**src/rtl/core/assert_macros.svh**
```systemverilog
// assertion helpers for the deframer
`ifndef ASSERT_MACROS_SVH
`define ASSERT_MACROS_SVH

`ifndef ASSERT_OFF
`define ASSERT_IMPLY(lbl, clk, rst_n, cond, prop) \
    lbl: assert property (@(posedge clk) disable iff (!rst_n) (cond) |-> (prop)) \
        else $error("implication failed");
`define ASSERT_NEVER(lbl, clk, rst_n, cond) \
    lbl: assert property (@(posedge clk) disable iff (!rst_n) !(cond)) \
        else $error("forbidden condition seen");
`else
`define ASSERT_IMPLY(lbl, clk, rst_n, cond, prop)
`define ASSERT_NEVER(lbl, clk, rst_n, cond)
`endif

`endif

```
**src/rtl/core/spd_pkg.sv**
```systemverilog
package spd_pkg;

    localparam int unsigned CFG_IDX_W = 3;

    typedef logic [CFG_IDX_W-1:0] t_cfg_idx;

    localparam t_cfg_idx CFG_FIRST_PRE  = 3'd0;
    localparam t_cfg_idx CFG_SECOND_PRE = 3'd1;
    localparam t_cfg_idx CFG_MIN_LEN    = 3'd2;
    localparam t_cfg_idx CFG_MAX_LEN    = 3'd3;
    localparam t_cfg_idx CFG_NET_ID     = 3'd4;

    localparam logic [7:0] RST_FIRST_PRE  = 8'd0;
    localparam logic [7:0] RST_SECOND_PRE = 8'd0;
    localparam logic [7:0] RST_MIN_LEN    = 8'd3;
    localparam logic [7:0] RST_MAX_LEN    = 8'd255;
    localparam logic [7:0] RST_NET_ID     = 8'd0;

    typedef enum logic [2:0] {
        PH_HUNT  = 3'd0,
        PH_PRE2  = 3'd1,
        PH_LEN   = 3'd2,
        PH_ADDR  = 3'd3,
        PH_NETID = 3'd4,
        PH_DATA  = 3'd5,
        PH_SUMHI = 3'd6,
        PH_SUMLO = 3'd7
    } t_phase;

    typedef enum logic [2:0] {
        ERR_NONE     = 3'd0,
        ERR_PREAMBLE = 3'd1,
        ERR_LENGTH   = 3'd2,
        ERR_NETID    = 3'd3,
        ERR_CHECKSUM = 3'd4
    } t_err;

    typedef struct packed {
        logic [7:0] first_pre;
        logic [7:0] second_pre;
        logic [7:0] min_len;
        logic [7:0] max_len;
        logic [7:0] net_id;
    } t_cfg;

    typedef struct packed {
        logic       byte_stored;
        logic [7:0] stored_byte;
        logic [7:0] byte_index;
        logic       frame_end;
        logic       frame_good;
        t_err       error_code;
    } t_result;

endpackage

```
**src/rtl/core/spd_cfg_regs.sv**
```systemverilog
module spd_cfg_regs (
    input  logic              i_clk,
    input  logic              i_rst_n,
    input  logic              i_we,
    input  spd_pkg::t_cfg_idx i_index,
    input  logic [7:0]        i_data,
    output spd_pkg::t_cfg     o_cfg
);
    import spd_pkg::*;

    t_cfg r_cfg;

    always_ff @(posedge i_clk) begin
        if (!i_rst_n) begin
            r_cfg.first_pre  <= RST_FIRST_PRE;
            r_cfg.second_pre <= RST_SECOND_PRE;
            r_cfg.min_len    <= RST_MIN_LEN;
            r_cfg.max_len    <= RST_MAX_LEN;
            r_cfg.net_id     <= RST_NET_ID;
        end else if (i_we) begin
            unique case (i_index)
                CFG_FIRST_PRE:  r_cfg.first_pre  <= i_data;
                CFG_SECOND_PRE: r_cfg.second_pre <= i_data;
                CFG_MIN_LEN:    r_cfg.min_len    <= i_data;
                CFG_MAX_LEN:    r_cfg.max_len    <= i_data;
                CFG_NET_ID:     r_cfg.net_id     <= i_data;
                default: ;
            endcase
        end
    end

    assign o_cfg = r_cfg;

endmodule

```
**src/rtl/core/spd_core.sv**
```systemverilog
module spd_core (
    input  logic             i_clk,
    input  logic             i_rst_n,
    input  logic             i_step,
    input  logic [7:0]       i_byte,
    input  spd_pkg::t_cfg    i_cfg,
    output spd_pkg::t_result o_res
);
    import spd_pkg::*;

    t_phase      r_phase,    n_phase;
    logic [7:0]  r_count,    n_count;
    logic [7:0]  r_len,      n_len;
    logic [15:0] r_sum,      n_sum;
    logic [7:0]  r_sum_hi,   n_sum_hi;
    t_result     res;
    logic        store;
    logic [7:0]  cnt_base;
    logic [15:0] sum_base;
    logic [7:0]  cnt_inc;

    always_ff @(posedge i_clk) begin
        if (!i_rst_n) begin
            r_phase  <= PH_HUNT;
            r_count  <= 8'd0;
            r_len    <= 8'd0;
            r_sum    <= 16'd0;
            r_sum_hi <= 8'd0;
        end else if (i_step) begin
            r_phase  <= n_phase;
            r_count  <= n_count;
            r_len    <= n_len;
            r_sum    <= n_sum;
            r_sum_hi <= n_sum_hi;
        end
    end

    always_comb begin
        n_phase  = r_phase;
        n_len    = r_len;
        n_sum_hi = r_sum_hi;
        store    = 1'b0;
        cnt_base = r_count;
        sum_base = r_sum;
        res      = '0;
        res.error_code = ERR_NONE;
        unique case (r_phase)
            PH_HUNT: begin
                if (i_byte == i_cfg.first_pre) begin
                    n_phase = PH_PRE2;
                end
            end
            PH_PRE2: begin
                if (i_byte == i_cfg.second_pre) begin
                    n_phase  = PH_LEN;
                    sum_base = 16'd0;
                    n_sum_hi = 8'd0;
                end else begin
                    n_phase        = PH_HUNT;
                    res.error_code = ERR_PREAMBLE;
                end
            end
            PH_LEN: begin
                if (i_byte <= i_cfg.max_len && i_byte >= i_cfg.min_len) begin
                    n_phase  = PH_ADDR;
                    cnt_base = 8'd0;
                    sum_base = 16'd0;
                    n_len    = i_byte;
                    store    = 1'b1;
                end else begin
                    n_phase        = PH_HUNT;
                    res.error_code = ERR_LENGTH;
                end
            end
            PH_ADDR: begin
                n_phase = PH_NETID;
                store   = 1'b1;
            end
            PH_NETID: begin
                if (i_byte == i_cfg.net_id) begin
                    n_phase = PH_DATA;
                    store   = 1'b1;
                end else begin
                    n_phase        = PH_HUNT;
                    res.error_code = ERR_NETID;
                end
            end
            PH_DATA: begin
                store = (r_count < r_len);
                // count after this byte reaches the length
                if (!store || (r_count + 8'd1) >= r_len) begin
                    n_phase = PH_SUMHI;
                end
            end
            PH_SUMHI: begin
                n_sum_hi = i_byte;
                n_phase  = PH_SUMLO;
            end
            PH_SUMLO: begin
                n_phase       = PH_HUNT;
                res.frame_end = 1'b1;
                if ({r_sum_hi, i_byte} == r_sum) begin
                    res.frame_good = 1'b1;
                end else begin
                    res.error_code = ERR_CHECKSUM;
                end
            end
            default: ;
        endcase

        cnt_inc = cnt_base + 8'd1;
        n_count = store ? cnt_inc : cnt_base;
        n_sum   = store ? (sum_base + {8'd0, i_byte}) : sum_base;
        if (store) begin
            res.byte_stored = 1'b1;
            res.stored_byte = i_byte;
            res.byte_index  = cnt_base;
        end
    end

    assign o_res = res;

endmodule

```
**src/rtl/core/serial_packet_deframer.sv**
```systemverilog
// Serial packet deframer: recovers frames of the form preamble, preamble, length,
// address, network id, data, 16-bit big-endian sum from a byte stream. Every
// request yields exactly one result: stored bytes carry their frame index, the
// checksum low byte flags frame end and checksum status, and header faults
// return an error code. Throughput is one byte per clock while the output side
// accepts results; a byte is captured in the input register, then the phase
// update with a 16-bit sum add writes its result into the output register,
// which presents it until it is accepted. Configuration is
// written through i_cfg_we / i_cfg_index / i_cfg_data and should change only
// while no request is in flight.
`include "assert_macros.svh"

module serial_packet_deframer (
    input  logic       i_clk,
    input  logic       i_rst_n,
    input  logic       i_cfg_we,
    input  logic [2:0] i_cfg_index,
    input  logic [7:0] i_cfg_data,
    input  logic       i_in_valid,
    output logic       o_in_ready,
    input  logic [7:0] i_rx_byte,
    output logic       o_out_valid,
    input  logic       i_out_ready,
    output logic       o_byte_stored,
    output logic [7:0] o_stored_byte,
    output logic [7:0] o_byte_index,
    output logic       o_frame_end,
    output logic       o_frame_good,
    output logic [2:0] o_error_code
);
    import spd_pkg::*;

    t_cfg       cfg;
    t_result    res;
    logic       r_in_valid;
    logic [7:0] r_in_byte;
    logic       r_out_valid;
    t_result    r_out;
    logic       adv;

    spd_cfg_regs u_cfg (
        .i_clk   (i_clk),
        .i_rst_n (i_rst_n),
        .i_we    (i_cfg_we),
        .i_index (i_cfg_index),
        .i_data  (i_cfg_data),
        .o_cfg   (cfg)
    );

    assign adv        = !r_out_valid || i_out_ready;
    assign o_in_ready = !r_in_valid || adv;

    always_ff @(posedge i_clk) begin
        if (!i_rst_n) begin
            r_in_valid <= 1'b0;
        end else if (o_in_ready) begin
            r_in_valid <= i_in_valid;
        end
    end

    always_ff @(posedge i_clk) begin
        if (o_in_ready) begin
            r_in_byte <= i_rx_byte;
        end
    end

    spd_core u_core (
        .i_clk   (i_clk),
        .i_rst_n (i_rst_n),
        .i_step  (r_in_valid && adv),
        .i_byte  (r_in_byte),
        .i_cfg   (cfg),
        .o_res   (res)
    );

    always_ff @(posedge i_clk) begin
        if (!i_rst_n) begin
            r_out_valid <= 1'b0;
        end else if (adv) begin
            r_out_valid <= r_in_valid;
        end
    end

    always_ff @(posedge i_clk) begin
        if (adv && r_in_valid) begin
            r_out <= res;
        end
    end

    assign o_out_valid   = r_out_valid;
    assign o_byte_stored = r_out.byte_stored;
    assign o_stored_byte = r_out.stored_byte;
    assign o_byte_index  = r_out.byte_index;
    assign o_frame_end   = r_out.frame_end;
    assign o_frame_good  = r_out.frame_good;
    assign o_error_code  = r_out.error_code;

    `ASSERT_IMPLY(a_good_ends, i_clk, i_rst_n, o_out_valid && o_frame_good, o_frame_end && o_error_code == ERR_NONE)
    `ASSERT_NEVER(a_store_no_err, i_clk, i_rst_n, o_out_valid && o_byte_stored && o_error_code != ERR_NONE)
    `ASSERT_NEVER(a_end_no_store, i_clk, i_rst_n, o_out_valid && o_frame_end && o_byte_stored)

endmodule

```
**config.mk**
```make
export PLATFORM = sky130hd
export DESIGN_NAME = serial_packet_deframer
export DESIGN_NICKNAME = d
export VERILOG_FILES = /design/src/rtl/core/spd_pkg.sv /design/src/rtl/core/spd_cfg_regs.sv /design/src/rtl/core/spd_core.sv /design/src/rtl/core/serial_packet_deframer.sv
export VERILOG_INCLUDE_DIRS = /design/src /design/src/rtl/core
export SDC_FILE = /design/constraint.sdc
export NUM_CORES = 1
export LEC_CHECK = 0
export BUFFER_PORTS_ARGS = -buffer_cell sky130_fd_sc_hd__buf_4
export CORE_UTILIZATION = 59
export CTS_BUF_LIST = sky130_fd_sc_hd__clkbuf_4 sky130_fd_sc_hd__clkbuf_8
export CTS_CLUSTER_SIZE = 12
export DETAILED_ROUTE_END_ITERATION = 6
export PLACE_DENSITY = 0.79
export SLEW_MARGIN = 40
export SYNTH_ARGS = -nofsm -noshare
export SYNTH_HDL_FRONTEND = slang
export SYNTH_SLANG_ARGS = --single-unit
```
**constraint.sdc**
```tcl
create_clock -name i_clk -period 5 [get_ports i_clk]
set_clock_uncertainty 0.1 [all_clocks]
set_input_delay 0.5 -clock i_clk [delete_from_list [all_inputs] [get_ports i_clk]]
set_output_delay 0.5 -clock i_clk [all_outputs]
set_load 0.01 [all_outputs]
```
Word-level counts from Yosys, hierarchy flattened --
Cells that the tools add are included.
Storage, ports and cells: register bits after elaboration 115, latch bits 0, RAM bits 0, memory bits (read-only) 0, input port bits 24, output and inout bits 24, word-level logic and storage cells 89, memories 0
Cells by class: $add $sub $neg 3, multipliers 0, div/mod/pow operators 0, order comparisons 4, equality and inequality tests 18, shifts and indexed selects 0, muxes and demuxes 26, bitwise logic cells 0, reductions and logical operators 19
Operators by type and width (count):
- 16-bit two-way mux | 3
- 8-bit two-way mux | 4
- 16-bit case mux with 2 select lines | 1
- 8-bit == test | 3
- 3-bit case mux with 8 select lines | 1
- 17-bit two-way mux | 1
- 16-bit by 8-bit adder with 16-bit output | 1
- 8-bit by 1-bit adder with 8-bit output (second input constant) | 2
- 16-bit == test | 1
- 8-bit >= comparator | 2
- 8-bit case mux with 2 select lines | 1
- 3-bit == test (second input constant) | 5
- 3-bit by 2-bit == test with 1-bit output (second input constant) | 4
- 3-bit two-way mux | 4
- 3-bit case mux with 4 select lines | 1
- 2-bit two-way mux | 5
- 2-bit AND reduction | 5
- 3-bit AND reduction | 3
- 8-bit less-or-equal comparator | 1
- 8-bit less-than comparator | 1
- 3-bit by 1-bit == test with 1-bit output (second input constant) | 2
- 3-bit zero test | 2
- 2-bit by 1-bit inequality test with 1-bit output (second input constant) | 3
- 1-bit two-way mux | 4
- other kinds (5) | 10

Logic depth before layout (Yosys ltp) --
depth after elaboration 6, gate-level depth with buffers 19, mapped depth without buffers 17

By module --
From an unflattened synthesis, not the netlist that was laid out.
Second synthesis, totals: cell total of the unflattened synthesis 673, area total of the unflattened synthesis 6446.2 µm²
By module, submodules not included:
- spd_core | times used 1, cells an instance 482, area an instance 3890.0 µm², sequential area each 860.8 µm²
- spd_cfg_regs | times used 1, cells an instance 153, area an instance 1574.0 µm², sequential area each 800.8 µm²
- serial_packet_deframer | times used 1, cells an instance 38, area an instance 982.2 µm², sequential area each 940.9 µm²

Worst setup path after synthesis --
OpenSTA, ideal clock, no wires.
kind flip-flop to flip-flop, from register r_in_byte[0], to register u_core.r_sum[10], setup time 74 ps, arrival time 3784 ps, required time 4826 ps, path slack 1041 ps, stages on the path, launching flop included 20, path buffers 2, period minus slack after synthesis 3959 ps, cells stage by stage edfxtp_1 > buf_2 > inv_1 > ha_1 > nand2b_4 > a2111oi_4 > o31ai_1 > nor4b_4 > buf_6 > nor2_1 > and2_1 > ha_1 > fa_1 > a21o_1 > a21oi_1 > a2bb2oi_1 > a21oi_1 > o21ai_2 > or4b_1 > a31oi_1
Between the ends: word-level cells in the longest chain between the ends 6, elaborated cells on any way between the ends 13, classes of those cells add/sub (1); order compare (2); eq/ne (2); mux (7); reduce/logical (1)
RTL lines:
- from (decl) | line serial_packet_deframer.sv:36 | logic [7:0] r_in_byte;
- from (signal assigned) | line serial_packet_deframer.sv:63 | r_in_byte <= i_rx_byte;
- 8-bit less-or-equal comparator / 8-bit >= comparator (equally long branches) | line spd_core.sv:64 | if (i_byte <= i_cfg.max_len && i_byte >= i_cfg.min_len) begin
- 1-bit logical AND | line spd_core.sv:64
- 16-bit two-way mux | line spd_core.sv:64
- 16-bit case mux with 2 select lines | line spd_core.sv:47 | unique case (r_phase)
- 16-bit by 8-bit adder with 16-bit output | line spd_core.sv:113 | n_sum = store ? (sum_base + {8'd0, i_byte}) : sum_base;
- 16-bit two-way mux (*) | line spd_core.sv:113
- to (signal assigned) | line spd_core.sv:33 | r_sum <= n_sum;
- to (decl) | line spd_core.sv:14 | logic [15:0] r_sum, n_sum;
Every way passes the cells marked *; elsewhere a longest branch is shown, timed or not. A chain may end at the register's enable or synchronous reset.

Worst setup path after layout --
from register r_in_byte[7], to register u_core.r_sum[10]
Same word-level chain as after synthesis.

==> impl_results.md <==
* Synthesis-stage register bit count at 115
* Routability cong. at 0.872
* Final setup TNS at 0 ps
* Crit Path Class: reg2reg
* CP Max Fanout at 10
* Worst relative slew slack at 0.504
* DR vias/cell at 5.92
* Num Clock Sinks at 115
* Max Clock Freq at 217 MHz
* Share of post-route cells with drive strength above 1 at 0.145
* Pint at 1.62 mW
* Wirelength per Cell at 16.7 um
* Syn-to-layout area delta at 14.1%
* Vias in the first global route at 5,036
* Clock latency on the worst-skew pair at 440 ps
* Final worst slack at 393 ps
* Hold WC Path Type: in2reg
* # hold bufs at CTS at 0
* Initial DRC count at 352
* Setup bufs post-CTS at 0
* Total power at 2.10 mW
* EDFF count, synth at 30
* Final hold viol count at 0
* Combinational Power Share at 0.069
* Total gr overflow at 0
* Unrepaired setup endpoints after global routing: no
* Final Setup Violations at 0
* Antenna Cells at 0
* PwrDens at 298 nW/um^2
* CTS tree: built
* Die Y at 104 um
* Non-filler cells, final at 872
* Leakage power at 2.82 nW
* CTS max path bufs at 2
* Clock network power share at 0.459
* Routed length on met3 at 906 um
* Final cycle utilization of the critical path at 0.921
* GRT Total Usage at 0.281
* Final Util at 0.709
* Switch share at 0.227
* Distinct cell type count after synthesis at 63
* Syn_nets at 756
* Clock-pin slew on the worst setup and hold paths at 70 ps
* Number of antenna violations at the first check in global routing at 0
* Num rows at 36
* Final #Nets at 793
* Sequential Power Share at 0.472
* IO buf count at 47
* H-tree depth at 4
* Fin Hold WS at 132 ps
* Worst Setup End Kind: flop
* CORE AREA at 9950 sq um
* Drc violations at 0
* Post-Place Cells at 840
* CP required at 5260 ps
* Tmin final at 4610 ps
* I/O pin total at 48
* Max Cap Viol at 0
* Most common cell after layout, fill and taps aside: nand2_1
* Initial core utilization at 0.621
* Die area at 10,900 sq um
* Routed via count at 5,166
* Startpoint types: flop
* Root buf cell: clkbuf_8
* Worst slack at placement at 551 ps
* Cells after Synth at 689
* Syn. warnings at 0
* Sw power at 478 uW
* Post-synthesis sequential area ratio at 0.421
* Least-Margin Pin Slew at 744 ps
* Drt total wl at 14,600 um
* Final Instance Area at 7050 sq um
* Resized Gates After CTS at 0
* Outcome: completed
* First-pass GRT wire length at 24,100 um
* Fillers at 734
* Max Slew Vio Count at 0
* DR top layer: met4
* Post-route ant nets at 0
* Post-placement cell area at 6600 sq um
* CP Data Arrival Time at 4870 ps
* Synthesized area at 6180 sq um
* Prevailing post-synth register cell: dfxtp_1
* Num CTS Buffers at 17
* Most frequent cells in the layout: 113 x nand2_1, 85 x dfxtp_1, 62 x a21oi_1
* Peak VDD IR at 181 uV
* Async SR Flop Fraction at 0
* WL met1 at 6210 um
* Post-Syn Area per Cell at 8.97 sq um
* DRT Pass-1 Iters at 5
* Met2 WL post-DR at 7130 um
* Chip Width at 104 um
* Largest net degree at the start of global routing at 63
* Placed wire-length estimate at 10,200 um
==> final cells by class <==
cell class	instances	area, sq um	share of cell area
Multi-Input combinational cell	508	3310	0.469
Sequential cell	115	2600	0.369
Timing Repair Buffer	56	420	0.0596
Clock buffer	22	290	0.0412
Tap cell	133	166	0.0236
Clock inverter	10	155	0.0220
Inverter	28	108	0.0153
==> registers in the layout, indices dropped and copies added (netlist names), 3 cells and up <==
signal	flops
u_cfg.o_cfg	40
r_in_byte	8
o_byte_index	8
o_error_code	3
u_core.r_sum_hi	8
u_core.r_len	8
o_stored_byte	8
u_core.r_sum	16
u_core.r_phase	3
u_core.r_count	8
==> worst paths after layout <==
check                  start          endpoint  slack, ps  depth (start not counted)
max reg2reg     r_in_byte[7]  u_core.r_sum[10]        390                         16
max             r_in_byte[7]  u_core.r_sum[10]        390                         16
min             i_rx_byte[3]      r_in_byte[3]        130                          1
min reg2reg  u_core.r_len[6]   u_core.r_len[6]        360                          2
==> per-layer routing <==
metal,vias to the layer above,GRT usage
met5,-,0
met4,0,0.115
met3,33,0.0677
met2,195,0.459
met1,2450,0.354
li1,2488,-
==> power groups by stage <==
stage               Sequential, mW  Clock [mW]  Combinational, mW
floorplan                     1.01           0             0.0906
global placement              1.01           0              0.138
detailed placement            1.01           0              0.142
CTS                          0.992       0.968              0.143
global route                 0.994        1.02              0.158
finish                       0.993       0.966              0.144
==> critical path, cell delays in order (launching register included) <==
cell	delay [ps]
edfxtp_1	660
ha_1	340
and3_1	180
a221oi_1	310
o31ai_1	170
nor4b_4	170
nor2_1	510
and2_1	210
ha_1	180
fa_1	220
a21o_1	130
a21oi_1	90
a2bb2oi_1	180
a21oi_1	310
o21ai_2	140
or4b_1	470
a31oi_1	160
==> Yosys cell counts (3+ instances only) <==
cell | instances | area (sq um)
nand2_1 | 113 | 424
dfxtp_1 | 85 | 1700
a21oi_1 | 62 | 310
ha_1 | 42 | 526
nor2_1 | 38 | 143
edfxtp_1 | 30 | 901
inv_1 | 27 | 101
xnor2_1 | 27 | 236
xor2_1 | 24 | 210
clkbuf_1 | 23 | 86.3
and2_1 | 19 | 119
nand4_1 | 19 | 119
nand3_1 | 18 | 90.1
o211ai_1 | 17 | 128
nor2b_1 | 16 | 100
buf_2 | 13 | 65.1
a21o_1 | 10 | 75.1
and3_1 | 9 | 56.3
o21ai_0 | 9 | 45.0
a22oi_1 | 8 | 60.1
nor3_1 | 7 | 35.0
nand2b_1 | 5 | 31.3
nand3b_1 | 4 | 30.0
o22ai_1 | 4 | 25.0
o32ai_1 | 4 | 35.0
mux2i_1 | 3 | 30.0
nor4_1 | 3 | 18.8
o21a_1 | 3 | 22.5
o31ai_1 | 3 | 22.5
==> cell families (layout without fill, tap and decap cells) <==
group	Yosys count	in the layout	share of synthesized area
compound gates	147	147	0.158
fa+ha+maj	43	43	0.0883
xor+xnor	51	51	0.0723
simple gates	264	264	0.212
flops	115	115	0.421
buf+inv	66	116	0.0439
mux	3	3	0.00486
(Power assumes the default switching activity.)
